File: config.mk
export PLATFORM = sky130hd
export DESIGN_NAME = pllm_ram
export DESIGN_NICKNAME = d
export VERILOG_FILES = /design/src/rtl/pllm_ram.sv
export SDC_FILE = /design/constraint.sdc
export NUM_CORES = 2
export LEC_CHECK = 0
export ABC_AREA = 1
export BUFFER_PORTS_ARGS = -buffer_cell sky130_fd_sc_hd__buf_4
export CORE_UTILIZATION = 57
export CTS_BUF_LIST = sky130_fd_sc_hd__clkbuf_4 sky130_fd_sc_hd__clkbuf_8
export DETAILED_ROUTE_END_ITERATION = 12
export PLACE_DENSITY_LB_ADDON = 0.15
export RECOVER_POWER = 100
export SLEW_MARGIN = 20
export SYNTH_ARGS = -nofsm -noshare
export SYNTH_HDL_FRONTEND = slang
export SYNTH_SLANG_ARGS = --single-unit
File: constraint.sdc
create_clock -name clock -period 2.4 [get_ports clock]
set_clock_uncertainty 0.05 [all_clocks]
set_input_delay 0.48 -clock clock [delete_from_list [all_inputs] [get_ports clock]]
set_output_delay 0.48 -clock clock [all_outputs]
set_load 0.01 [all_outputs]
File: src/rtl/pllm_ram.sv
module pllm_ram #(
   parameter int WIDTH = 8,
   parameter int DEPTH = 256
) (
   input  logic                     clock,
   input  logic                     we,
   input  logic [$clog2(DEPTH)-1:0] waddr,
   input  logic [WIDTH-1:0]         wdata,
   input  logic [$clog2(DEPTH)-1:0] raddr,
   output logic [WIDTH-1:0]         rdata
);

   logic [WIDTH-1:0] mem_ff [DEPTH];
   logic [WIDTH-1:0] rd_data_ff;

   // Single write port, registered read (old data on a same-address write).
   always_ff @(posedge clock) begin
      if (we) begin
         mem_ff[waddr] <= wdata;
      end
      rd_data_ff <= mem_ff[raddr];
   end

   assign rdata = rd_data_ff;

endmodule

# == Word level (Yosys, flattened, before mapping) ==
# Memory sizes are Yosys's and may differ from the RTL's. A register that Yosys moved wholly into a read port is not among the register bits.
# Cells that the tools add are included.
# op_classes
mux,2
# op_table
operator,n
$mux 1,2
# word_totals
mem_bits_rw,2048
ff_bits,0
out_inout_bits,8
word_cells,3
inputBits,26
mem_count,1
# mem_list
name,words,word_bits,rd,rd_ports_with_merged_regs,write_ports,line,text
mem_ff,256,8,1,1,1,13,logic [WIDTH-1:0] mem_ff [DEPTH];

# == Depth between registers and ports, before layout ==
# depth
depth_word,2
mapped_depth,15
depth_no_buf,11

# == Least setup slack after synthesis ==
# No wires, ideal clock.
# synth_timing
path_kind,input -> register
from,input we
to,"memory mem_ff[162][0], enable pin"
path_stages,4
slack_ps,379
required_time_ps,1980
setup_time_ps,370
path_buffers,2
arrival_time_ps,1601
cell_sequence,clkbuf_1 -> nand3_1 -> clkbuf_1 -> nor2_1
# synth_via
elab_chain_len,2
# synth_lines
item,line,text
start: declaration,6,"input logic we,"
$mux 1,18,if (we) begin
$mux 1 (not written as such),19,mem_ff[waddr] <= wdata;
end: declaration,13,
# Every way passes these cells.

# == Worst setup path in the final report ==
# layout_timing
from,input wdata[4]
to,memory mem_ff[214][4] (data pin)
# layout_rtl
item,line,text
start: declaration,8,"input logic [WIDTH-1:0] wdata,"
# No word-level cell before the write port.

==> impl_metrics.yaml <==
outcome:
  status: "finished, violations left"
  violations: "max-capacitance violations, max-slew violations"
route:
  viasPerCell: 5.918
  drt_iter0_markers: 7160
  wire_per_inst_microns: 23.92
  drc: 0
  vias: 57720
  antenna_left: 0
  dr.pass1.iters: 8
  drt_wl_total_mm: 233.4
timing:
  rsz0062_at_grt: "no"
  period_needed_ns: 2.397
  tightestPinTransition_ns: 2.069
  slew_headroom: -0.3814
  fin_tns_setup_ns: 0
  fin_crit_sh: 0.9986
  finalHoldViolCount: 0
  report.final.slew_viol_count: 331
  finalSetupViolCount: 0
  max_clock_freq_ghz: 0.4172
critical_path:
  critPathKind: "in -> reg"
  crit-reg2reg-launch: "mem_ff[213][5]"
  start_kind: "primary input"
  cp_max_fo: 51
  regToRegEndpoint: "rdata[5]"
  r2r_setup_slack_ns: 0.16
  required_ns: 3.11
  reg2reg_depth: 12
  crit_start: "wdata[4]"
  arrival_ns: 3.11
  worst_setup_path_end_kind: "register"
die:
  die_width_microns: 384.5
  rows: 139
  ioPinCount: 34
  die_area_sq_um: 147800
  coreArea_sq_um: 144400
  initial_core_util: 0.5777
  die_height_microns: 384.5
cts:
  root_buffer: "clkbuf_8"
  clk_latency_ns: 1.05
  clk_pin_slew_worst_paths_ns: 0.06
  ctsHtreeMaxLevel: 5
  cts_sinks: 2056
  numCtsBuffers: 341
  cts_buffer_depth: 4
  cts_tree: "done"
layout:
  drive_gt1_frac: 0.1190
  synthToLayoutAreaGrowth_pct: 14.95
  final_nets: 7639
  fillCellCount: 10820
  final_area_sq_um: 95860
grt:
  grt_pass1_wl_mm: 345.4
  grt_pass1_vias: 54770
  grt.met1_usage: 0.4561
  grt_util_met2: 0.4878
  antenna_found_initial: 14
  grt_max_degree: 95
  grt_overflow: 0
  track_usage: 0.3171
  met3_usage: 0.06283
  top_usage_layer: "met2"
synth:
  syn_area_per_cell_sq_um: 11.91
  yosys-top-cells-count: "nand2_1 (2,123), edfxtp_1 (2,048), nand3_1 (2,019)"
  yosysTopAreaCell: "edfxtp_1"
  synthArstFlopShare: 0
  synth_ff_type: "edfxtp_1"
  netlist_top_cells_area: "edfxtp_1 (74%), nand3_1 (12%), nand2_1 (9.6%)"
  synth-seq-area-share: 0.7394
  synth_top_area_share: 0.7374
  yosys_warnings: 0
  syn-num-nets: 7029
  syn-instance-count: 7003
  syn_area_sq_um: 83400
  synth.most_common_cell: "nand2_1"
  yosysUniqueCellTypes: 14
  synth_edf_count: 2048
  synth-seq-cells: 2056
power_and_ir_drop:
  peakVddDrop_v: 0.0004823
  power_density_nw_per_um2: 776.1
  p_leak_nw: 34.02
  power_mw: 74.39
place:
  port_buffers: 33
  gp_congestion: 0.9269
  dpl_cell_area_sq_um: 90910
  post-dp-hpwl_mm: 145.8
hold_path:
  min_to: "rdata[2]"
  hold_class: "in -> reg"
  hold_path_depth: 7
  hp-start: "raddr[5]"
run:
  drv_cap: 7
layout make-up:
| cell class | count | area, sq um | area share |
|---|---|---|---|
| Multi-Input combinational cell | 4425 | 19150 | 0.1997 |
| Inverter | 39 | 180.2 | 0.001880 |
| Timing Repair Buffer | 750 | 6072 | 0.06334 |
| Antenna cell | 5 | 12.51 | 0.0001305 |
| Clock buffer | 457 | 5658 | 0.05902 |
| Sequential cell | 2056 | 61660 | 0.6432 |
| Tap cell | 1903 | 2381 | 0.02484 |
| Clock inverter | 119 | 752.0 | 0.007844 |
power breakdown:
group          internal, mW  switching [mW]  total, mW
clock                  16.2            13.4       29.6
combinational          1.55            3.59       5.15
sequential             39.6          0.0714       39.7
worst max-delay path, stage by stage:
cell	delay, ns
dlygate4sd3_1	0.52
clkbuf_1	0.27
clkbuf_2	1.16
buf_2	0.58
cell usage in the layout (no fill, tap or decap), drive strengths merged:
cell	netlist	final
diode	0	5
clkinv	0	106
clkdlybuf4s25	0	1
buf	371	385
nand2	2123	2123
nand3	2019	2019
bufinv	0	9
edfxtp	2048	2048
dlygate4sd3	0	11
clkbuf	112	809
nor2	283	283
inv	39	41
dlymetal6s2s	0	1
dfxtp	8	8
clkinvlp	0	2
logic make-up (layout without fill, tap and decap cells):
family | after synthesis | after routing | synth area share
buffers and inverters | 522 | 1365 | 0.03119
flip-flops | 2056 | 2056 | 0.7394
other | 0 | 5 | 0
AND/OR/NAND/NOR | 4425 | 4425 | 0.2295
through the flow:
| step | setup slack [ns] | hold slack [ns] | std cells | utilization |
|---|---|---|---|---|
| floorplan | 0.3785 | 0.5289 | 7003 | - |
| global placement | -0.5097 | 0.8101 | 9162 | 0.6298 |
| detailed placement | -0.5443 | 0.8048 | 9162 | 0.6298 |
| CTS | 0.005941 | 0.07231 | 9749 | 0.6750 |
| global route | 0.002884 | 0.1541 | 9751 | 0.6640 |
| finish | 0.003344 | 0.1559 | 9754 | 0.6641 |
worst max-delay path by stage:
stage	end	slack (ns)
2_1_floorplan	mem_ff[162][0]	0.38
6_report	mem_ff[214][4]	0.003
4_1_cts	rdata[6]	0.006
3_5_place_dp	rdata[7]	-0.54
5_1_grt	mem_ff[114][7]	0.003
3_3_place_gp	rdata[7]	-0.51
timing repair:
item                                    4_1_cts  5_1_grt
gates resized for setup                       0        1
hold buffers                                 11        0
endpoints found under the setup margin        0        1
endpoints found under the hold margin       610        0
setup buffers                                 0        0
layer usage:
metal | share of wire | routed length [microns]
met2 | 0.46 | 107200
met1 | 0.40 | 92570
met3 | 0.11 | 26150
met4 | 0.031 | 7335
met5 | 0.00050 | 117
registers in the layout (all words and copies together) (netlist names):
register  count
mem_ff     2048
rdata         8
(Power assumes the default switching activity.)
