### config.mk
export PLATFORM = sky130hd
export DESIGN_NAME = pllm_engine
export DESIGN_NICKNAME = d
export VERILOG_FILES = /design/src/rtl/pllm_pkg.sv /design/src/rtl/pllm_engine.sv
export SDC_FILE = /design/constraint.sdc
export NUM_CORES = 1
export LEC_CHECK = 0
export BUFFER_PORTS_ARGS = -buffer_cell sky130_fd_sc_hd__buf_4
export CORE_MARGIN = 3
export CORE_UTILIZATION = 50
export DETAILED_ROUTE_END_ITERATION = 8
export PLACE_DENSITY = 0.88
export SLEW_MARGIN = 30
export SYNTH_ARGS = -nofsm -noshare
export SYNTH_HDL_FRONTEND = slang
export SYNTH_SLANG_ARGS = --single-unit
### constraint.sdc
create_clock -name clock -period 2.79 [get_ports clock]
set_clock_uncertainty 0.05 [all_clocks]
set_input_delay 0.558 -clock clock [delete_from_list [all_inputs] [get_ports clock]]
set_output_delay 0.558 -clock clock [all_outputs]
set_load 0.01 [all_outputs]
### src/rtl/pllm_pkg.sv
package pllm_pkg;

   // Pool geometry. Slot numbers on the ports are always 8 bits wide; the
   // link store is addressed by the slot number reduced modulo the pool depth.
   localparam int POOL_DEPTH = 256;
   localparam int SLOT_W     = 8;
   localparam int NUM_SLOTS  = 2 ** SLOT_W;
   localparam int IDX_W      = $clog2(POOL_DEPTH);
   localparam int COUNT_W    = 9;
   localparam int CSR_ADDR_W = 1;

   typedef logic [SLOT_W-1:0]  slot_type;
   typedef logic [IDX_W-1:0]   idx_type;
   typedef logic [COUNT_W-1:0] count_type;

   localparam count_type COUNT_MAX       = '1;
   localparam slot_type  LAST_SLOT_RESET = slot_type'(NUM_SLOTS - 1);

   // Request codes.
   typedef enum logic [1:0] {
      REQ_INIT = 2'd0,
      REQ_ADD  = 2'd1,
      REQ_POP  = 2'd2,
      REQ_NOP  = 2'd3
   } req_kind_type;

   // Response status codes.
   typedef enum logic [1:0] {
      STATUS_OK      = 2'd0,
      STATUS_NO_FREE = 2'd1,
      STATUS_EMPTY   = 2'd2
   } status_type;

   // Configuration register indexes.
   typedef enum logic [CSR_ADDR_W-1:0] {
      CSR_FIRST_SLOT = 1'b0,
      CSR_LAST_SLOT  = 1'b1
   } csr_index_type;

   // Decoded request handed to the list engine.
   typedef struct packed {
      req_kind_type kind;
      logic         use_head;
      idx_type      target;
   } req_fields_type;

   // Result of one transaction.
   typedef struct packed {
      status_type status;
      slot_type   slot;
      count_type  count;
      slot_type   head;
      logic       head_valid;
   } rsp_fields_type;

   // One link memory port: a write port and a read address.
   typedef struct packed {
      logic    we;
      idx_type waddr;
      idx_type wdata;
      idx_type raddr;
   } link_port_type;

   // Slot number to link store index, built at elaboration.
   typedef logic [NUM_SLOTS-1:0][IDX_W-1:0] slot_map_type;

   function automatic slot_map_type build_slot_map();
      slot_map_type map;
      for (int i = 0; i < NUM_SLOTS; i++) begin
         map[i] = idx_type'(i % POOL_DEPTH);
      end
      return map;
   endfunction

   localparam slot_map_type SLOT_MAP = build_slot_map();

   function automatic idx_type slot_to_idx(slot_type s);
      return SLOT_MAP[s];
   endfunction

   // Indexes never exceed the 8-bit slot range, so resizing is lossless.
   function automatic slot_type idx_to_slot(idx_type i);
      return slot_type'(i);
   endfunction

endpackage

### src/rtl/pllm_engine.sv
module pllm_engine (
   input  logic                     clock,
   input  logic                     reset,
   input  logic                     start,
   input  pllm_pkg::req_fields_type req,
   input  pllm_pkg::idx_type        first_idx,
   input  pllm_pkg::idx_type        last_idx,
   input  logic                     out_free,
   input  pllm_pkg::idx_type        prev_rdata,
   input  pllm_pkg::idx_type        next_rdata,
   output logic                     ready,
   output logic                     done,
   output pllm_pkg::rsp_fields_type rsp,
   output pllm_pkg::link_port_type  prev_port,
   output pllm_pkg::link_port_type  next_port
);

   typedef enum logic [5:0] {
      ST_IDLE = 6'b000001,
      ST_INIT = 6'b000010,
      ST_DET  = 6'b000100,
      ST_INS1 = 6'b001000,
      ST_INS2 = 6'b010000,
      ST_RESP = 6'b100000
   } fsm_state_type;

   fsm_state_type          state_ff, state_in;
   pllm_pkg::idx_type      used_head_ff, used_head_in;
   logic                   used_valid_ff, used_valid_in;
   pllm_pkg::idx_type      free_head_ff, free_head_in;
   logic                   free_valid_ff, free_valid_in;
   pllm_pkg::count_type    used_count_ff, used_count_in;

   // Per-transaction working registers.
   pllm_pkg::idx_type      node_ff, node_in;
   pllm_pkg::idx_type      ref_ff, ref_in;
   logic                   ref_valid_ff, ref_valid_in;
   logic                   from_free_ff, from_free_in;
   logic                   make_head_ff, make_head_in;
   logic                   fwd_ff, fwd_in;
   pllm_pkg::idx_type      fwd_prev_ff, fwd_prev_in;
   pllm_pkg::idx_type      cur_ff, cur_in;
   pllm_pkg::status_type   status_ff, status_in;
   pllm_pkg::slot_type     slot_ff, slot_in;

   logic                   solo;
   logic                   ins_finish;
   pllm_pkg::idx_type      ref_prev;

   // In the detach step the read data hold the node's own links.
   assign solo     = (next_rdata == node_ff);
   // The predecessor of the insert point, forwarded past the detach write.
   assign ref_prev = fwd_ff ? fwd_prev_ff : prev_rdata;
   assign ready    = (state_ff == ST_IDLE);

   // Sequencer: accept/read, init chain or detach and insert (one or two write steps), respond.
   always_comb begin
      state_in      = state_ff;
      used_head_in  = used_head_ff;
      used_valid_in = used_valid_ff;
      free_head_in  = free_head_ff;
      free_valid_in = free_valid_ff;
      used_count_in = used_count_ff;
      node_in       = node_ff;
      ref_in        = ref_ff;
      ref_valid_in  = ref_valid_ff;
      from_free_in  = from_free_ff;
      make_head_in  = make_head_ff;
      fwd_in        = fwd_ff;
      fwd_prev_in   = fwd_prev_ff;
      cur_in        = cur_ff;
      status_in     = status_ff;
      slot_in       = slot_ff;
      prev_port     = '0;
      next_port     = '0;
      prev_port.raddr = ref_ff;
      next_port.raddr = node_ff;
      ins_finish    = 1'b0;
      done          = 1'b0;

      unique case (state_ff)
         ST_IDLE: begin
            if (start) begin
               unique case (req.kind)
                  pllm_pkg::REQ_INIT: begin
                     used_head_in  = '0;
                     used_valid_in = 1'b0;
                     used_count_in = '0;
                     status_in     = pllm_pkg::STATUS_OK;
                     slot_in       = '0;
                     if (last_idx >= first_idx) begin
                        free_head_in  = first_idx;
                        free_valid_in = 1'b1;
                        cur_in        = first_idx;
                        state_in      = ST_INIT;
                     end else begin
                        free_head_in  = '0;
                        free_valid_in = 1'b0;
                        state_in      = ST_RESP;
                     end
                  end
                  pllm_pkg::REQ_ADD: begin
                     if (!free_valid_ff) begin
                        status_in = pllm_pkg::STATUS_NO_FREE;
                        slot_in   = '0;
                        state_in  = ST_RESP;
                     end else begin
                        node_in      = free_head_ff;
                        from_free_in = 1'b1;
                        make_head_in = req.use_head || !used_valid_ff;
                        if (req.use_head || !used_valid_ff) begin
                           ref_in       = used_head_ff;
                           ref_valid_in = used_valid_ff;
                        end else begin
                           ref_in       = req.target;
                           ref_valid_in = 1'b1;
                        end
                        if (used_count_ff != pllm_pkg::COUNT_MAX) begin
                           used_count_in = used_count_ff + 1'b1;
                        end
                        status_in       = pllm_pkg::STATUS_OK;
                        slot_in         = pllm_pkg::idx_to_slot(free_head_ff);
                        prev_port.raddr = free_head_ff;
                        next_port.raddr = free_head_ff;
                        state_in        = ST_DET;
                     end
                  end
                  pllm_pkg::REQ_POP: begin
                     if (!used_valid_ff) begin
                        status_in = pllm_pkg::STATUS_EMPTY;
                        slot_in   = '0;
                        state_in  = ST_RESP;
                     end else begin
                        node_in      = req.target;
                        from_free_in = 1'b0;
                        make_head_in = 1'b0;
                        ref_in       = free_head_ff;
                        ref_valid_in = free_valid_ff;
                        if (used_count_ff != '0) begin
                           used_count_in = used_count_ff - 1'b1;
                        end
                        status_in       = pllm_pkg::STATUS_OK;
                        slot_in         = pllm_pkg::idx_to_slot(req.target);
                        prev_port.raddr = req.target;
                        next_port.raddr = req.target;
                        state_in        = ST_DET;
                     end
                  end
                  pllm_pkg::REQ_NOP: begin
                     status_in = pllm_pkg::STATUS_OK;
                     slot_in   = '0;
                     state_in  = ST_RESP;
                  end
               endcase
            end
         end

         // Chain one slot of the configured range per cycle into a ring.
         ST_INIT: begin
            prev_port.we    = 1'b1;
            prev_port.waddr = cur_ff;
            prev_port.wdata = (cur_ff == first_idx) ? last_idx
                                                    : pllm_pkg::idx_type'(cur_ff - 1'b1);
            next_port.we    = 1'b1;
            next_port.waddr = cur_ff;
            next_port.wdata = (cur_ff == last_idx) ? first_idx
                                                   : pllm_pkg::idx_type'(cur_ff + 1'b1);
            if (cur_ff == last_idx) begin
               state_in = ST_RESP;
            end else begin
               cur_in = pllm_pkg::idx_type'(cur_ff + 1'b1);
            end
         end

         // Unlink the node from its ring and read the insert point's prev link.
         ST_DET: begin
            if (!solo) begin
               next_port.we    = 1'b1;
               next_port.waddr = prev_rdata;
               next_port.wdata = next_rdata;
               prev_port.we    = 1'b1;
               prev_port.waddr = next_rdata;
               prev_port.wdata = prev_rdata;
            end
            if (from_free_ff) begin
               if (solo) begin
                  free_valid_in = 1'b0;
                  free_head_in  = '0;
               end else if (free_head_ff == node_ff) begin
                  free_head_in = next_rdata;
               end
            end else begin
               if (solo) begin
                  used_valid_in = 1'b0;
                  used_head_in  = '0;
               end else if (used_head_ff == node_ff) begin
                  used_head_in = next_rdata;
               end
            end
            // The read of prev[ref] sees old data if it hits this cycle's write.
            fwd_in      = !solo && (ref_ff == next_rdata);
            fwd_prev_in = prev_rdata;
            state_in    = ST_INS1;
         end

         // First insert step, or the self-link into an empty ring.
         ST_INS1: begin
            if (ref_valid_ff) begin
               next_port.we    = 1'b1;
               next_port.waddr = ref_prev;
               next_port.wdata = node_ff;
               prev_port.we    = 1'b1;
               prev_port.waddr = node_ff;
               prev_port.wdata = ref_prev;
               state_in        = ST_INS2;
            end else begin
               next_port.we    = 1'b1;
               next_port.waddr = node_ff;
               next_port.wdata = node_ff;
               prev_port.we    = 1'b1;
               prev_port.waddr = node_ff;
               prev_port.wdata = node_ff;
               ins_finish      = out_free;
            end
         end

         // Second insert step; repeated harmlessly while the response waits.
         ST_INS2: begin
            next_port.we    = 1'b1;
            next_port.waddr = node_ff;
            next_port.wdata = ref_ff;
            prev_port.we    = 1'b1;
            prev_port.waddr = ref_ff;
            prev_port.wdata = node_ff;
            ins_finish      = out_free;
         end

         ST_RESP: begin
            if (out_free) begin
               done     = 1'b1;
               state_in = ST_IDLE;
            end
         end

         default: begin
            state_in = ST_IDLE;
         end
      endcase

      // Head update of the ring the node was inserted into.
      if (ins_finish) begin
         done     = 1'b1;
         state_in = ST_IDLE;
         if (from_free_ff) begin
            if (make_head_ff) begin
               used_head_in  = node_ff;
               used_valid_in = 1'b1;
            end
         end else begin
            free_head_in  = node_ff;
            free_valid_in = 1'b1;
         end
      end
   end

   // Response fields reflect the list state after the transaction.
   always_comb begin
      rsp.status     = status_ff;
      rsp.slot       = slot_ff;
      rsp.count      = used_count_ff;
      rsp.head       = used_valid_in ? pllm_pkg::idx_to_slot(used_head_in) : '0;
      rsp.head_valid = used_valid_in;
   end

   always_ff @(posedge clock) begin
      if (reset) begin
         state_ff      <= ST_IDLE;
         used_head_ff  <= '0;
         used_valid_ff <= 1'b0;
         free_head_ff  <= '0;
         free_valid_ff <= 1'b0;
         used_count_ff <= '0;
      end else begin
         state_ff      <= state_in;
         used_head_ff  <= used_head_in;
         used_valid_ff <= used_valid_in;
         free_head_ff  <= free_head_in;
         free_valid_ff <= free_valid_in;
         used_count_ff <= used_count_in;
      end
   end

   always_ff @(posedge clock) begin
      node_ff      <= node_in;
      ref_ff       <= ref_in;
      ref_valid_ff <= ref_valid_in;
      from_free_ff <= from_free_in;
      make_head_ff <= make_head_in;
      fwd_ff       <= fwd_in;
      fwd_prev_ff  <= fwd_prev_in;
      cur_ff       <= cur_in;
      status_ff    <= status_in;
      slot_ff      <= slot_in;
   end

`ifndef NO_ASSERTIONS
   a_idle_no_write: assert property (@(posedge clock) disable iff (reset)
      (state_ff == ST_IDLE) |-> !(prev_port.we || next_port.we))
      else $error("link memory written while idle");

   a_done_needs_room: assert property (@(posedge clock) disable iff (reset)
      done |-> out_free)
      else $error("response produced while output register is full");

   a_used_head_cleared: assert property (@(posedge clock) disable iff (reset)
      !used_valid_ff |-> (used_head_ff == '0))
      else $error("used head nonzero on an empty used list");

   a_free_head_cleared: assert property (@(posedge clock) disable iff (reset)
      !free_valid_ff |-> (free_head_ff == '0))
      else $error("free head nonzero on an empty free list");

   a_add_enters_detach: assert property (@(posedge clock) disable iff (reset)
      (start && ready && (req.kind == pllm_pkg::REQ_ADD) && free_valid_ff)
      |=> (state_ff == ST_DET))
      else $error("add with a free slot did not start the detach step");
`endif

endmodule

* Word-level counts from Yosys, hierarchy flattened
Index checks and enable logic that the tools add are counted.
** Word-level totals
- Flip-flop bits (word level) :: 79
- Latch bits :: 0
- Bits in writable memories :: 0
- Bits in read-only memories :: 0
- Bits of input ports :: 47
- Word-level logic and storage cells :: 162
- Memories :: 0
** Cells by class
- $add $sub $neg :: 4
- Multiply operators :: 0
- Div/mod/pow operators :: 0
- Order comparisons :: 1
- Equality and inequality tests :: 27
- Shift-type cells :: 0
- Multiplexer cells :: 97
- Bitwise operators :: 1
- Reduce and logical (&&, ||, !) cells :: 16
** Operator list (number)
- $mux 8 :: 38
- $pmux 17 s4 :: 2
- $pmux 8 s2 :: 6
- $eq 8x8->1 :: 6
- $mux 6 :: 7
- $mux 9 :: 4
- $pmux 6 s6 :: 1
- $mux 17 :: 2
- $pmux 9 s3 :: 1
- $mux 1 :: 25
- $pmux 6 s4 :: 1
- $pmux 8 s3 :: 1
- $ne 2x2->1 const B :: 9
- $mux 16 :: 1
- $reduce_and 5->1 :: 3
- $pmux 1 s2 :: 6
- $add 9x1->9 const B :: 1
- $ne 9x9->1 const B :: 1
- $reduce_bool 9->1 :: 1
- $sub 9x1->9 const B :: 1
- $add 8x1->8 const B :: 1
- $ge 8x8->1 :: 1
- $sub 8x1->8 const B :: 1
- $reduce_and 7->1 :: 1
- other kinds (20) :: 25

* Longest topological paths before layout
- Depth in word-level cells :: 9
- Depth in mapped cells :: 9
- Mapped depth without buffers :: 9

* Worst setup path before layout
OpenSTA, ideal clock, no wires.
- Kind :: register to output
- Start :: reg state_ff[0]
- End :: out rsp[1] in the netlist's numbering
- Arrival time :: 2.093 ns
- Data required time :: 2.182 ns
- Slack :: 0.089 ns
- Cell stages (with the launch flop) :: 9
- Path buffers :: 1
- Cells stage by stage :: dfxtp_1 -> nor4_1 -> nand3b_1 -> inv_1 -> o31a_1 -> buf_1 -> o21a_1 -> nor2_2 -> nor2_1
** RTL lines
- from (decl) :: line pllm_engine.sv:27 : fsm_state_type state_ff, state_in;
- from (signal assigned) :: line pllm_engine.sv:284 : state_ff <= state_in;
- to (decl) :: line pllm_engine.sv:13 : output pllm_pkg::rsp_fields_type rsp,

==> impl_results.md <==
- Startpoint types: flop
- Post-synthesis register bit count: slightly below 80
- Clock power share: 39.1%
- DP Area: 0.007243 mm2
- Netlist cell types: 59
- Worst path arrival time: 2.47 ns
- First drt pass iteration count: 6
- Core Area: 0.01103 mm2
- Sequential area share after synthesis: 34.06%
- Initial antenna violation count: 0
- Vias in the first global route: 6049
- Critical Path Slowest Stage Cell: or4_4
- Mean area per synthesized cell: 8.902 um2
- Synth Flop Type: dfxtp_1
- Worst Setup SP: state_ff[0]
- Final Cycle Share: 110.3%
- Max Slew Vio Count: 0
- Cells after synthesis: 647
- Global-route wire length before repair: between 30 and 40 mm
- Met3 Routed Length: 2.322 mm
- Sw Share: 27.19%
- DR iter-0 viols: between 900 and 1000
- Filler Cell Count: 759
- Die footprint: 0.01284 mm2
- Largest vdd supply drop: 304.0 uV
- GR Overflow Total: 0
- WL per Instance: 21.48 um
- CP Max Fanout: 4
- Final Setup Violations: 59
- Syn Nets: 717
- Via count: 6218
- Synth top area share: ~20%
- Routed vias/inst: 6.326
- Diode count: 0
- Max frequency: 0.3250 GHz
- CTS tree: done
- Tmin final: 3.077 ns
- Nets: 908
- CTS Buffer Depth: 2
- TritonCTS buffer count: 9
- Main area contributors after synthesis: edfxtp_1 (20%), dfxtp_1 (14%), xnor2_1 (6.5%)
- Largest net degree at the start of global routing: 33
- PortBufs: 126
- I/O Pins: ~130
- Leak pwr: 3.714 nW
- Number of synthesized flops with an enable pin: 38
- Synth area leader: edfxtp_1
- CTS Hold Bufs: 0
- Failing checks: negative setup slack
- Crit-path most repeated cell: buf_4
- Critical-path cell list: or4_4, nor4b_4, or2_2, and4_4, buf_4, a221oi_2, nor2_1, buf_4
- Insertion delay to the later sink of the worst-skew pair: 0.34 ns
- Worst Max-Slew Pin Slew: between 0.6 and 0.7 ns
- P_int: 2.204 mW
- Yosys warnings: 0
- Critical path class: reg -> out
- Drc violations: 0
- Worst setup EP type: output pin
- Worst Path Required: 2.18 ns
- Final Hold Viols: 0
- Worst hold path startpoint: prev_rdata[3]
- Power share of the combinational group: 18.3%
- Final RePlAce weighted congestion: 0.9685
- Switching Power: about 820 uW
- Clock Sinks: 79
- Met2 wire len: 9.599 mm
- MaxCap Viol Count: 0
- Max incr delay on CP: between 0.5 and 0.6 ns
- Highest metal used: met4
- Worst relative slew slack: 59.44%
- Clk root buf: clkbuf_16
- DP Worst Slack: -0.1319 ns
- FF-to-FF Start: state_ff[0]
- Clock Pin Slew Worst Setup and Hold Paths: 0.07 ns
- Post-detail-place hpwl: 15.43 mm
- Placement Rows: 38
- Async set-reset flop share out of synthesis: 0%
- Die span in x: 113.3 um
- Post-Syn Area: 0.005759 mm2
- H-tree depth: 3
- Met1 Wirelength: 8.051 mm
- Die Y: 113.3 um
- ANT nets after route: 0
- Area added between synthesis and finish: 39.47%
- HP Class: in -> reg
- Initial Util: approximately 52%
- Share of layout cells above drive strength 1: 36.42%
- Min setup slack post-route: -0.2869 ns
- RSZ-0062 raised after global routing: true
- Final WL: approximately 21 mm
- Part of the power in registers: 42.6%
- Fin area: 0.008033 mm2
- Status: complete, but fails checks
- Overall Global Routing Usage: 31.66%
- PwrDens: 376.8 mW/mm2
[final cells by class]
class | instances | area, um2 | area share [%]
multi-input combinational | 499 | 3660 | 45.56
clock inverter | 6 | 61.31 | 0.7632
clock buffer | 10 | 229.0 | 2.850
timing repair buffer | 225 | 1834 | 22.83
inverter | 24 | 90.09 | 1.121
tap | 140 | 175.2 | 2.181
sequential | 79 | 1983 | 24.69
[cell usage in the layout, fill, tap and decap left out, types with 10 or more instances in the layout]
cell / count
nor4_1: 10
mux2i_1: 20
nor3_1: 13
buf_6: 22
a21o_1: 17
a22oi_1: 10
edfxtp_1: 38
xor2_1: 22
ha_1: 22
xnor2_1: 40
o21ai_0: 32
nand2_1: 65
nor2_1: 64
inv_1: 24
a21oi_1: 17
nand4_1: 13
clkbuf_16: 10
dfxtp_1: 30
buf_4: 198
a221oi_1: 13
[metrics by stage]
step	TNS [ns]	utilization [%]	hold WS [ns]	cells	total power [mW]
6_report	-5.779	72.82	0.3611	983	3.026
5_1_grt	-10.86	72.82	0.3652	983	3.112
4_1_cts	-6.038	70.50	0.3650	970	2.969
3_5_place_dp	-0.5228	65.66	0.4841	937	1.809
3_3_place_gp	-0.2252	65.66	0.4719	937	1.792
2_1_floorplan	0	-	0.4380	647	1.554
[power groups by stage]
stage	Sequential [mW]	Clock (mW)	Combinational, mW
floorplan	1.31	0	0.243
global placement	1.31	0	0.477
detailed placement	1.32	0	0.493
CTS	1.29	1.17	0.508
global route	1.29	1.23	0.590
finish	1.29	1.18	0.554
[state kept, by name (all words and copies together) (netlist names), 2 cells and up]
register and cells:
used_head_ff 8, node_ff 8, ref_ff 8, status_ff 2, slot_ff 8, fwd_prev_ff 8
state_ff 6, free_head_ff 8, cur_ff 8, used_count_ff 9
[cells in the mapped netlist (all sizes together) (10+ instances only)]
master  number
a221oi      24
mux2i       20
nor2        66
a211oi      11
a21oi       17
xnor2       43
a21o        17
buf         14
nor3        13
nor4        12
inv         24
a22oi       10
nand2       67
o21ai       33
clkbuf      31
ha          22
dfxtp       41
edfxtp      38
nand4       13
xor2        22
and3        12
[metal layers]
layer  vias to the layer above  GRT usage, %
met5                         -             0
met4                         0         15.06
met3                        99         6.417
met2                       468         51.58
met1                      2884         40.25
li1                       2767             -
[cell families after synthesis]
| group | Yosys count | share of synthesized area (%) |
|---|---|---|
| AOI/OAI and AO/OA | 159 | 21.73 |
| adders and majority gates | 23 | 5.127 |
| buffers and inverters | 69 | 4.910 |
| muxes | 29 | 5.236 |
| DFF | 79 | 34.06 |
| xor gates and xnor gates | 65 | 9.885 |
| and+or+nand+nor | 223 | 19.05 |
[path summary, 6_finish.rpt]
check | slack, ns | depth (start not counted) | endpoint
setup / recovery | -0.29 | 8 | rsp[8]
hold reg to reg | 0.50 | 2 | used_count_ff[7]
hold / removal | 0.36 | 1 | fwd_prev_ff[3]
setup reg to reg | 0.07 | 9 | free_head_ff[4]
[critical path: cells and delay by family, from the launching register on]
family / cells / cell delay [ns]
simple gates: 5 / 1.43
flops: 1 / 0.32
buf+inv: 2 / 0.30
compound gates: 1 / 0.08
[timing repair]
action	CTS	global route
cloned	0	2
pin swaps	5	23
setup buffers	17	13
setup endpoints to repair	58	68
gates resized for setup	26	41
No activity file was read; power rests on OpenSTA's default activity.
